`src/rtl/rgsc_pkg.sv`:
```
`default_nettype none
// ---------------------------------------------------------------------------
// rgsc_pkg: shared types and constants of the gradient color block
// Holds the per-cell item record, the sequencer states and the constant
// divide by ten that the span reduction uses.
// ---------------------------------------------------------------------------
package rgsc_pkg;

    // channel and reduced-span widths
    localparam int unsigned CHAN_W       = 8;
    localparam int unsigned NUM_CHAN     = 3;
    localparam int unsigned RSPAN_W      = 6;
    localparam int unsigned MOVE_W       = CHAN_W + RSPAN_W;
    localparam int unsigned COLOR_W      = CHAN_W * NUM_CHAN;
    localparam int unsigned DIV_CELLS    = CHAN_W;

    // span reduction
    localparam int unsigned REDUCE_LIMIT = 50;
    localparam int unsigned WIDE_W       = 16;
    localparam logic [31:0] RECIP_10     = 32'd52429;
    localparam int unsigned RECIP_SHIFT  = 19;

    // reduction sequencer states
    typedef enum logic {
        RS_IDLE,
        RS_REDUCE
    } t_red_state;

    // one channel as it travels down the divider chain
    typedef struct packed {
        logic [CHAN_W-1:0]  base;
        logic               dn;
        logic [CHAN_W-1:0]  diff;
        logic [RSPAN_W-1:0] rem;
        logic [CHAN_W-1:0]  dvd;
        logic [CHAN_W-1:0]  quo;
    } t_chan;

    // one item in a cell of the chain
    typedef struct packed {
        logic                       vld;
        logic [RSPAN_W-1:0]         dsr;
        logic [RSPAN_W-1:0]         stp;
        t_chan [NUM_CHAN-1:0]       ch;
    } t_cell;

    // floor(x / 10), exact for every 16-bit x
    function automatic logic [WIDE_W-1:0] div10(input logic [WIDE_W-1:0] x);
        logic [31:0] p;
        p = 32'(x) * RECIP_10;
        return WIDE_W'(p >> RECIP_SHIFT);
    endfunction

endpackage
`default_nettype wire

```
`src/rtl/rgsc_div_cell.sv`:
```
`default_nettype none
// ---------------------------------------------------------------------------
// rgsc_div_cell: one restoring division step
// Produces one quotient bit of |start - end| / reduced span for all three channels
// and hands the item to the next cell on the following clock.
// ---------------------------------------------------------------------------
module rgsc_div_cell (
    input  wire logic           i_clk,
    input  wire logic           i_rst_n,
    input  rgsc_pkg::t_cell     i_cell,
    output rgsc_pkg::t_cell     o_cell
);

    rgsc_pkg::t_cell r_cell;
    rgsc_pkg::t_cell n_cell;

    // shift in one dividend bit, subtract the divisor when it fits
    always_comb begin
        logic [rgsc_pkg::RSPAN_W:0] trial;
        logic [rgsc_pkg::RSPAN_W:0] dsr_x;
        logic                       ge;
        n_cell = i_cell;
        dsr_x  = {1'b0, i_cell.dsr};
        for (int c = 0; c < rgsc_pkg::NUM_CHAN; c++) begin
            trial = {i_cell.ch[c].rem, i_cell.ch[c].dvd[rgsc_pkg::CHAN_W-1]};
            ge    = (trial >= dsr_x);
            n_cell.ch[c].rem = ge ? rgsc_pkg::RSPAN_W'(trial - dsr_x)
                                  : trial[rgsc_pkg::RSPAN_W-1:0];
            n_cell.ch[c].dvd = {i_cell.ch[c].dvd[rgsc_pkg::CHAN_W-2:0], 1'b0};
            n_cell.ch[c].quo = {i_cell.ch[c].quo[rgsc_pkg::CHAN_W-2:0], ge};
        end
    end

    // cell register, only the valid bit is cleared
    always_ff @(posedge i_clk) begin
        if (!i_rst_n) begin
            r_cell.vld <= 1'b0;
        end else begin
            r_cell <= n_cell;
        end
    end

    assign o_cell = r_cell;

endmodule
`default_nettype wire

```
`src/rtl/rgsc_reduce.sv`:
```
`default_nettype none
// ---------------------------------------------------------------------------
// rgsc_reduce: input capture and span reduction
// Saturates step to span, divides both by ten while span exceeds the limit,
// then forms the channel differences and launches the item into the chain.
// ---------------------------------------------------------------------------
module rgsc_reduce #(
    parameter int unsigned SPAN_BITS = 12
) (
    input  wire logic                          i_clk,
    input  wire logic                          i_rst_n,
    input  wire logic                          i_start,
    input  wire logic [rgsc_pkg::COLOR_W-1:0]  i_start_color,
    input  wire logic [rgsc_pkg::COLOR_W-1:0]  i_end_color,
    input  wire logic [SPAN_BITS-1:0]          i_span,
    input  wire logic [SPAN_BITS-1:0]          i_step,
    output rgsc_pkg::t_cell                    o_cell,
    output logic                               o_busy
);

    rgsc_pkg::t_red_state              r_state, n_state;
    logic [SPAN_BITS-1:0]              r_span, n_span;
    logic [SPAN_BITS-1:0]              r_step, n_step;
    logic [rgsc_pkg::COLOR_W-1:0]      r_c0, n_c0;
    logic [rgsc_pkg::COLOR_W-1:0]      r_c1, n_c1;
    rgsc_pkg::t_cell                   r_cell, n_cell;

    // next state, reduction and launch
    always_comb begin
        logic [rgsc_pkg::CHAN_W-1:0] a;
        logic [rgsc_pkg::CHAN_W-1:0] b;
        a          = '0;
        b          = '0;
        n_state    = r_state;
        n_span     = r_span;
        n_step     = r_step;
        n_c0       = r_c0;
        n_c1       = r_c1;
        n_cell     = r_cell;
        n_cell.vld = 1'b0;
        unique case (r_state)
            rgsc_pkg::RS_IDLE: begin
                if (i_start) begin
                    n_span  = i_span;
                    n_step  = (i_step > i_span) ? i_span : i_step;
                    n_c0    = i_start_color;
                    n_c1    = i_end_color;
                    n_state = rgsc_pkg::RS_REDUCE;
                end
            end
            rgsc_pkg::RS_REDUCE: begin
                if (r_span > SPAN_BITS'(rgsc_pkg::REDUCE_LIMIT)) begin
                    n_span = SPAN_BITS'(rgsc_pkg::div10(rgsc_pkg::WIDE_W'(r_span)));
                    n_step = SPAN_BITS'(rgsc_pkg::div10(rgsc_pkg::WIDE_W'(r_step)));
                end else begin
                    n_cell.vld = 1'b1;
                    n_cell.dsr = rgsc_pkg::RSPAN_W'(r_span);
                    n_cell.stp = rgsc_pkg::RSPAN_W'(r_step);
                    for (int c = 0; c < rgsc_pkg::NUM_CHAN; c++) begin
                        a = r_c0[c*rgsc_pkg::CHAN_W +: rgsc_pkg::CHAN_W];
                        b = r_c1[c*rgsc_pkg::CHAN_W +: rgsc_pkg::CHAN_W];
                        n_cell.ch[c].base = a;
                        n_cell.ch[c].dn   = (a > b);
                        n_cell.ch[c].diff = (a > b) ? (a - b) : (b - a);
                        n_cell.ch[c].rem  = '0;
                        n_cell.ch[c].dvd  = (a > b) ? (a - b) : (b - a);
                        n_cell.ch[c].quo  = '0;
                    end
                    n_state = rgsc_pkg::RS_IDLE;
                end
            end
            default: begin
                n_state = rgsc_pkg::RS_IDLE;
            end
        endcase
    end

    // state and launch valid are reset, the rest is payload
    always_ff @(posedge i_clk) begin
        if (!i_rst_n) begin
            r_state    <= rgsc_pkg::RS_IDLE;
            r_cell.vld <= 1'b0;
        end else begin
            r_state <= n_state;
            r_span  <= n_span;
            r_step  <= n_step;
            r_c0    <= n_c0;
            r_c1    <= n_c1;
            r_cell  <= n_cell;
        end
    end

    assign o_cell = r_cell;
    assign o_busy = (r_state != rgsc_pkg::RS_IDLE);

endmodule
`default_nettype wire

```
`src/rtl/rgb_gradient_step_color.sv`:
```
`default_nettype none
// ---------------------------------------------------------------------------
// rgb_gradient_step_color: color of one pixel on a two-color gradient line
// Reduces span and step, divides each channel difference in a chain of
// restoring division cells and moves the start color toward the end color.
// ---------------------------------------------------------------------------
// One item at a time: an item is taken when start is high and busy is low,
// and its color appears on o_pixel_color with o_valid high for exactly one
// cycle, which the receiver cannot stall. From the accepting edge an item
// passes through the span reduction loop, which divides by ten until the
// span is 50 or below (0 to 2 passes at 12 span bits, up to 4 at 16), the
// eight-cell division chain and the result register to the strobe. busy
// falls in the cycle the strobe is shown, so the next item can be taken
// while the previous result is on the outputs.
// ---------------------------------------------------------------------------
module rgb_gradient_step_color #(
    parameter int unsigned SPAN_BITS = 12
) (
    input  wire logic                          i_clk,
    input  wire logic                          i_rst_n,
    input  wire logic                          start,
    output logic                               busy,
    input  wire logic [rgsc_pkg::COLOR_W-1:0]  i_start_color,
    input  wire logic [rgsc_pkg::COLOR_W-1:0]  i_end_color,
    input  wire logic [SPAN_BITS-1:0]          i_span,
    input  wire logic [SPAN_BITS-1:0]          i_step,
    output logic [rgsc_pkg::COLOR_W-1:0]       o_pixel_color,
    output logic                               o_valid
);

    rgsc_pkg::t_cell                 w_stage [0:rgsc_pkg::DIV_CELLS];
    logic                            w_red_busy;
    logic                            w_chain_busy;
    logic [rgsc_pkg::COLOR_W-1:0]    r_pix, n_pix;
    logic                            r_vld;

    // capture and span reduction
    rgsc_reduce #(
        .SPAN_BITS (SPAN_BITS)
    ) u_reduce (
        .i_clk         (i_clk),
        .i_rst_n       (i_rst_n),
        .i_start       (start & ~busy),
        .i_start_color (i_start_color),
        .i_end_color   (i_end_color),
        .i_span        (i_span),
        .i_step        (i_step),
        .o_cell        (w_stage[0]),
        .o_busy        (w_red_busy)
    );

    // division chain, one quotient bit per cell
    for (genvar g = 0; g < rgsc_pkg::DIV_CELLS; g++) begin : g_cell
        rgsc_div_cell u_cell (
            .i_clk   (i_clk),
            .i_rst_n (i_rst_n),
            .i_cell  (w_stage[g]),
            .o_cell  (w_stage[g+1])
        );
    end

    // any item still in the chain keeps the block busy
    always_comb begin
        w_chain_busy = 1'b0;
        for (int k = 0; k <= rgsc_pkg::DIV_CELLS; k++) begin
            w_chain_busy = w_chain_busy | w_stage[k].vld;
        end
    end

    assign busy = w_red_busy | w_chain_busy;

    // increment times step, clamped to the difference, applied to start
    always_comb begin
        rgsc_pkg::t_cell              last;
        logic [rgsc_pkg::CHAN_W-1:0]  inc;
        logic [rgsc_pkg::MOVE_W-1:0]  move;
        logic [rgsc_pkg::CHAN_W-1:0]  mv;
        last = w_stage[rgsc_pkg::DIV_CELLS];
        for (int c = 0; c < rgsc_pkg::NUM_CHAN; c++) begin
            inc  = (last.dsr == '0) ? '0 : last.ch[c].quo;
            move = rgsc_pkg::MOVE_W'(inc) * rgsc_pkg::MOVE_W'(last.stp);
            mv   = (move > rgsc_pkg::MOVE_W'(last.ch[c].diff))
                   ? last.ch[c].diff : move[rgsc_pkg::CHAN_W-1:0];
            n_pix[c*rgsc_pkg::CHAN_W +: rgsc_pkg::CHAN_W] =
                last.ch[c].dn ? (last.ch[c].base - mv) : (last.ch[c].base + mv);
        end
    end

    // result register and strobe
    always_ff @(posedge i_clk) begin
        if (!i_rst_n) begin
            r_vld <= 1'b0;
        end else begin
            r_vld <= w_stage[rgsc_pkg::DIV_CELLS].vld;
            r_pix <= n_pix;
        end
    end

    assign o_pixel_color = r_pix;
    assign o_valid       = r_vld;

endmodule
`default_nettype wire
```
`config.mk`:
```
export PLATFORM = sky130hd
export DESIGN_NAME = rgb_gradient_step_color
export DESIGN_NICKNAME = d
export VERILOG_FILES = /design/src/rtl/rgsc_pkg.sv /design/src/rtl/rgsc_div_cell.sv /design/src/rtl/rgsc_reduce.sv /design/src/rtl/rgb_gradient_step_color.sv
export SDC_FILE = /design/constraint.sdc
export NUM_CORES = 2
export LEC_CHECK = 0
export ABC_AREA = 1
export BUFFER_PORTS_ARGS = -buffer_cell sky130_fd_sc_hd__buf_2
export CORE_MARGIN = 3
export CORE_UTILIZATION = 40
export DETAILED_ROUTE_END_ITERATION = 16
export GPL_TIMING_DRIVEN = 1
export HOLD_SLACK_MARGIN = 0.1
export PLACE_DENSITY = 0.67
export SETUP_SLACK_MARGIN = 0.15
export SYNTH_ARGS = -nofsm -noshare
export SYNTH_HDL_FRONTEND = slang
export SYNTH_SLANG_ARGS = --single-unit
```
`constraint.sdc`:
```
create_clock -name i_clk -period 8.93 [get_ports i_clk]
set_input_delay 1.786 -clock i_clk [delete_from_list [all_inputs] [get_ports i_clk]]
set_output_delay 1.786 -clock i_clk [all_outputs]
set_load 0.01 [all_outputs]
```
==> flow_metrics.py <==
metrics = {
    "status": {
        "status": "finished, final reports clean",
    },
    "synth": {
        "synth_top_area_cell": "edfxtp_1",
        "seq_area_frac_synth_pct": 56.1,
        "netlist_area_sq_um": 48400,
        "mappedNetlistNets": 4780,
        "synth_top_area_share_pct": 55.7,
        "post-synth-top-count-cell": "edfxtp_1",
        "postSynthAreaPerCell_sq_um": 11.9,
        "netlist_instances": 4058,
        "synthFlopType": "edfxtp_1",
        "yosys-top-cells-count": "edfxtp_1, inv_1, nand2_1",
        "synth-seq-cells": 908,
        "yosysWarnings": 0,
        "async_reset_ff_share_pct": 0,
        "synth-edff-count": 897,
        "synth.top_cells.by_area": "edfxtp_1, ha_1, fa_1",
        "synth_cell_types": 54,
    },
    "place": {
        "place.detailed.hpwl_mm": 68.2,
        "io_buffers": 100,
        "place_congestion": 0.879,
    },
    "power_and_ir_drop": {
        "peakVddDrop_v": 0.000853,
        "p_leak_nw": 23.1,
        "power.density_nw_per_um2": 362,
    },
    "sta": {
        "fmax_mhz": 128,
        "slew-limit-headroom_pct": 29.7,
        "setup_tns_ns": 0,
        "hold_viol_final": 0,
        "post-route-period-util_pct": 87.5,
        "slew_violations": 0,
        "fin_skew_ns": 0.0384,
        "worst_slew_pin_slew_ns": 1.05,
        "rsz0062_at_grt": "false",
        "min_period_ns": 7.81,
        "report.final.setup_viol": 0,
    },
    "clock_tree": {
        "cts_made_buffers": 89,
        "clkTransAtPathRegs_ns": 0.06,
        "post_cts_buffers": 0,
        "clk_latency_ns": 0.66,
        "hold_buffers": 0,
        "clock_sinks": 908,
        "cts_tree": "done",
        "root_buffer": "clkbuf_16",
        "cts_resized": 0,
        "max-clock-path-buffers": 3,
        "h-tree-depth": 3,
    },
    "drt": {
        "via_per_inst": 4.78,
        "drc": 0,
        "wl_per_cell_um": 15.2,
        "drtPass1Iterations": 5,
        "vias": 28100,
        "routed_wl_mm": 89.3,
        "antenna_left": 0,
        "drtIter0Drc": 1679,
    },
    "grt": {
        "grt.total_usage_pct": 14.3,
        "grt_pass1_wl_mm": 145,
        "antenna_found_initial": 3,
        "grt-ovfl-total": 0,
        "grt_max_degree": 181,
        "grt_pass1_vias": 28600,
    },
    "floorplanning": {
        "initial_core_util_pct": 40.7,
        "design.die.area_sq_um": 125000,
        "fp.coreArea_sq_um": 119000,
        "die_w_um": 354,
        "pin_count": 101,
        "die_y_um": 354,
        "fp-row-count": 126,
    },
    "worst_setup_path": {
        "cpMaxStageDelayCell": "nand2_1",
        "cp_data_arrival_time_ns": 8.22,
        "cp_slowest_stage_delay_ns": 0.67,
        "cp-end-kind": "flip-flop",
        "cp.required_ns": 9.34,
        "cp_max_fo": 33,
        "path_class": "reg2reg",
        "cpMostUsedCell": "nand2_1",
        "startpoint_type": "flip-flop",
    },
    "finish": {
        "drive_above_1_share_pct": 7.36,
        "nets": 4935,
        "syn_to_final_growth_pct": 11.1,
        "fillers": 10700,
        "utilization_pct": 45.2,
    },
    "hold_path": {
        "hp-class": "reg2reg",
    },
    "job": {
        "maxCapViolations": 0,
    },
}
==> critical path: cells and delay by family, from the launching register on <==
family	cells	cell delay (ns)
AOI/OAI and AO/OA	3	0.35
xor gates and xnor gates	2	0.48
adders and majority gates	6	2.56
buffers and inverters	6	0.27
DFF	1	0.35
and+or+nand+nor	23	3.54
==> cell usage in the layout (no fill, tap or decap), types with 47 or more instances in the layout <==
cell type / instances
inv_1: 656
fa_1: 186
nand2_1: 548
ha_1: 461
buf_2: 99
a21oi_1: 275
clkbuf_16: 89
nand4_1: 47
xor2_1: 86
nand3_1: 81
edfxtp_1: 897
o21ai_0: 151
nor2_1: 319
==> stage by stage <==
step / hold slack (ns) / total power, mW / setup WS (ns) / std cells / area [sq um]
after floorplan: 0.400 / 13.2 / 1.91 / 4058 / 48400
after global placement: 0.400 / 15.6 / 1.20 / 5722 / 50800
after detailed placement: 0.405 / 15.8 / 1.07 / 5722 / 50800
after CTS: 0.399 / 19.6 / 1.04 / 5880 / 53800
after global routing: 0.402 / 21.4 / 0.215 / 5880 / 53800
final: 0.395 / 19.4 / 1.12 / 5881 / 53800
==> cell type report <==
class / instances / area (sq um) / area share, %
Timing Repair Buffer: 108 / 621 / 1.15
Multi-Input combinational cell: 2442 / 18600 / 34.5
Tap cell: 1600 / 2000 / 3.72
Antenna cell: 1 / 2.50 / 0.00465
Clock buffer: 99 / 2290 / 4.27
Inverter: 664 / 2490 / 4.64
Clock inverter: 59 / 647 / 1.20
Sequential cell: 908 / 27200 / 50.5
==> cells by family after synthesis <==
logic type | Yosys count | synth area share (%)
and+or+nand+nor | 1122 | 10.1
muxes | 8 | 0.165
xor gates and xnor gates | 132 | 2.39
buffers and inverters | 708 | 5.58
DFF | 908 | 56.1
adders and majority gates | 647 | 19.6
AOI/OAI and AO/OA | 533 | 6.05
==> layer usage <==
metal	global-route usage, %	wire (um)	vias to the layer above
li1	-	-	14200
met1	19.1	40500	13400
met2	24.5	43200	477
met3	2.10	3600	138
met4	3.88	1950	2
met5	0	13	-
==> registers in the layout, indices dropped and copies added, names as in the netlist <==
signal                cells
g_cell.u_cell.o_cell    746
u_reduce.o_cell          64
o_pixel_color            24
u_reduce.r_c0            24
u_reduce.r_c1            24
u_reduce.r_span          12
u_reduce.r_step          12
o_valid                   1
u_reduce.o_busy           1
==> path summary, 6_finish.rpt <==
check / startpoint / slack (ns) / to / cells past startpoint
worst max register to register: g_cell[7].u_cell.o_cell[126] / 1.12 / o_pixel_color[7] / 40
worst max-delay path: g_cell[7].u_cell.o_cell[126] / 1.12 / o_pixel_color[7] / 40
worst min-delay path: g_cell[4].u_cell.o_cell[37] / 0.40 / g_cell[5].u_cell.o_cell[37] / 0
worst min register to register: g_cell[4].u_cell.o_cell[37] / 0.40 / g_cell[5].u_cell.o_cell[37] / 0
==> where the power goes <==
group / switching [mW] / internal, mW
Clock: 1.56 / 2.13
Combinational: 6.43 / 3.83
Sequential: 0.250 / 5.24
Total: 8.24 / 11.2
(Power assumes the default switching activity.)
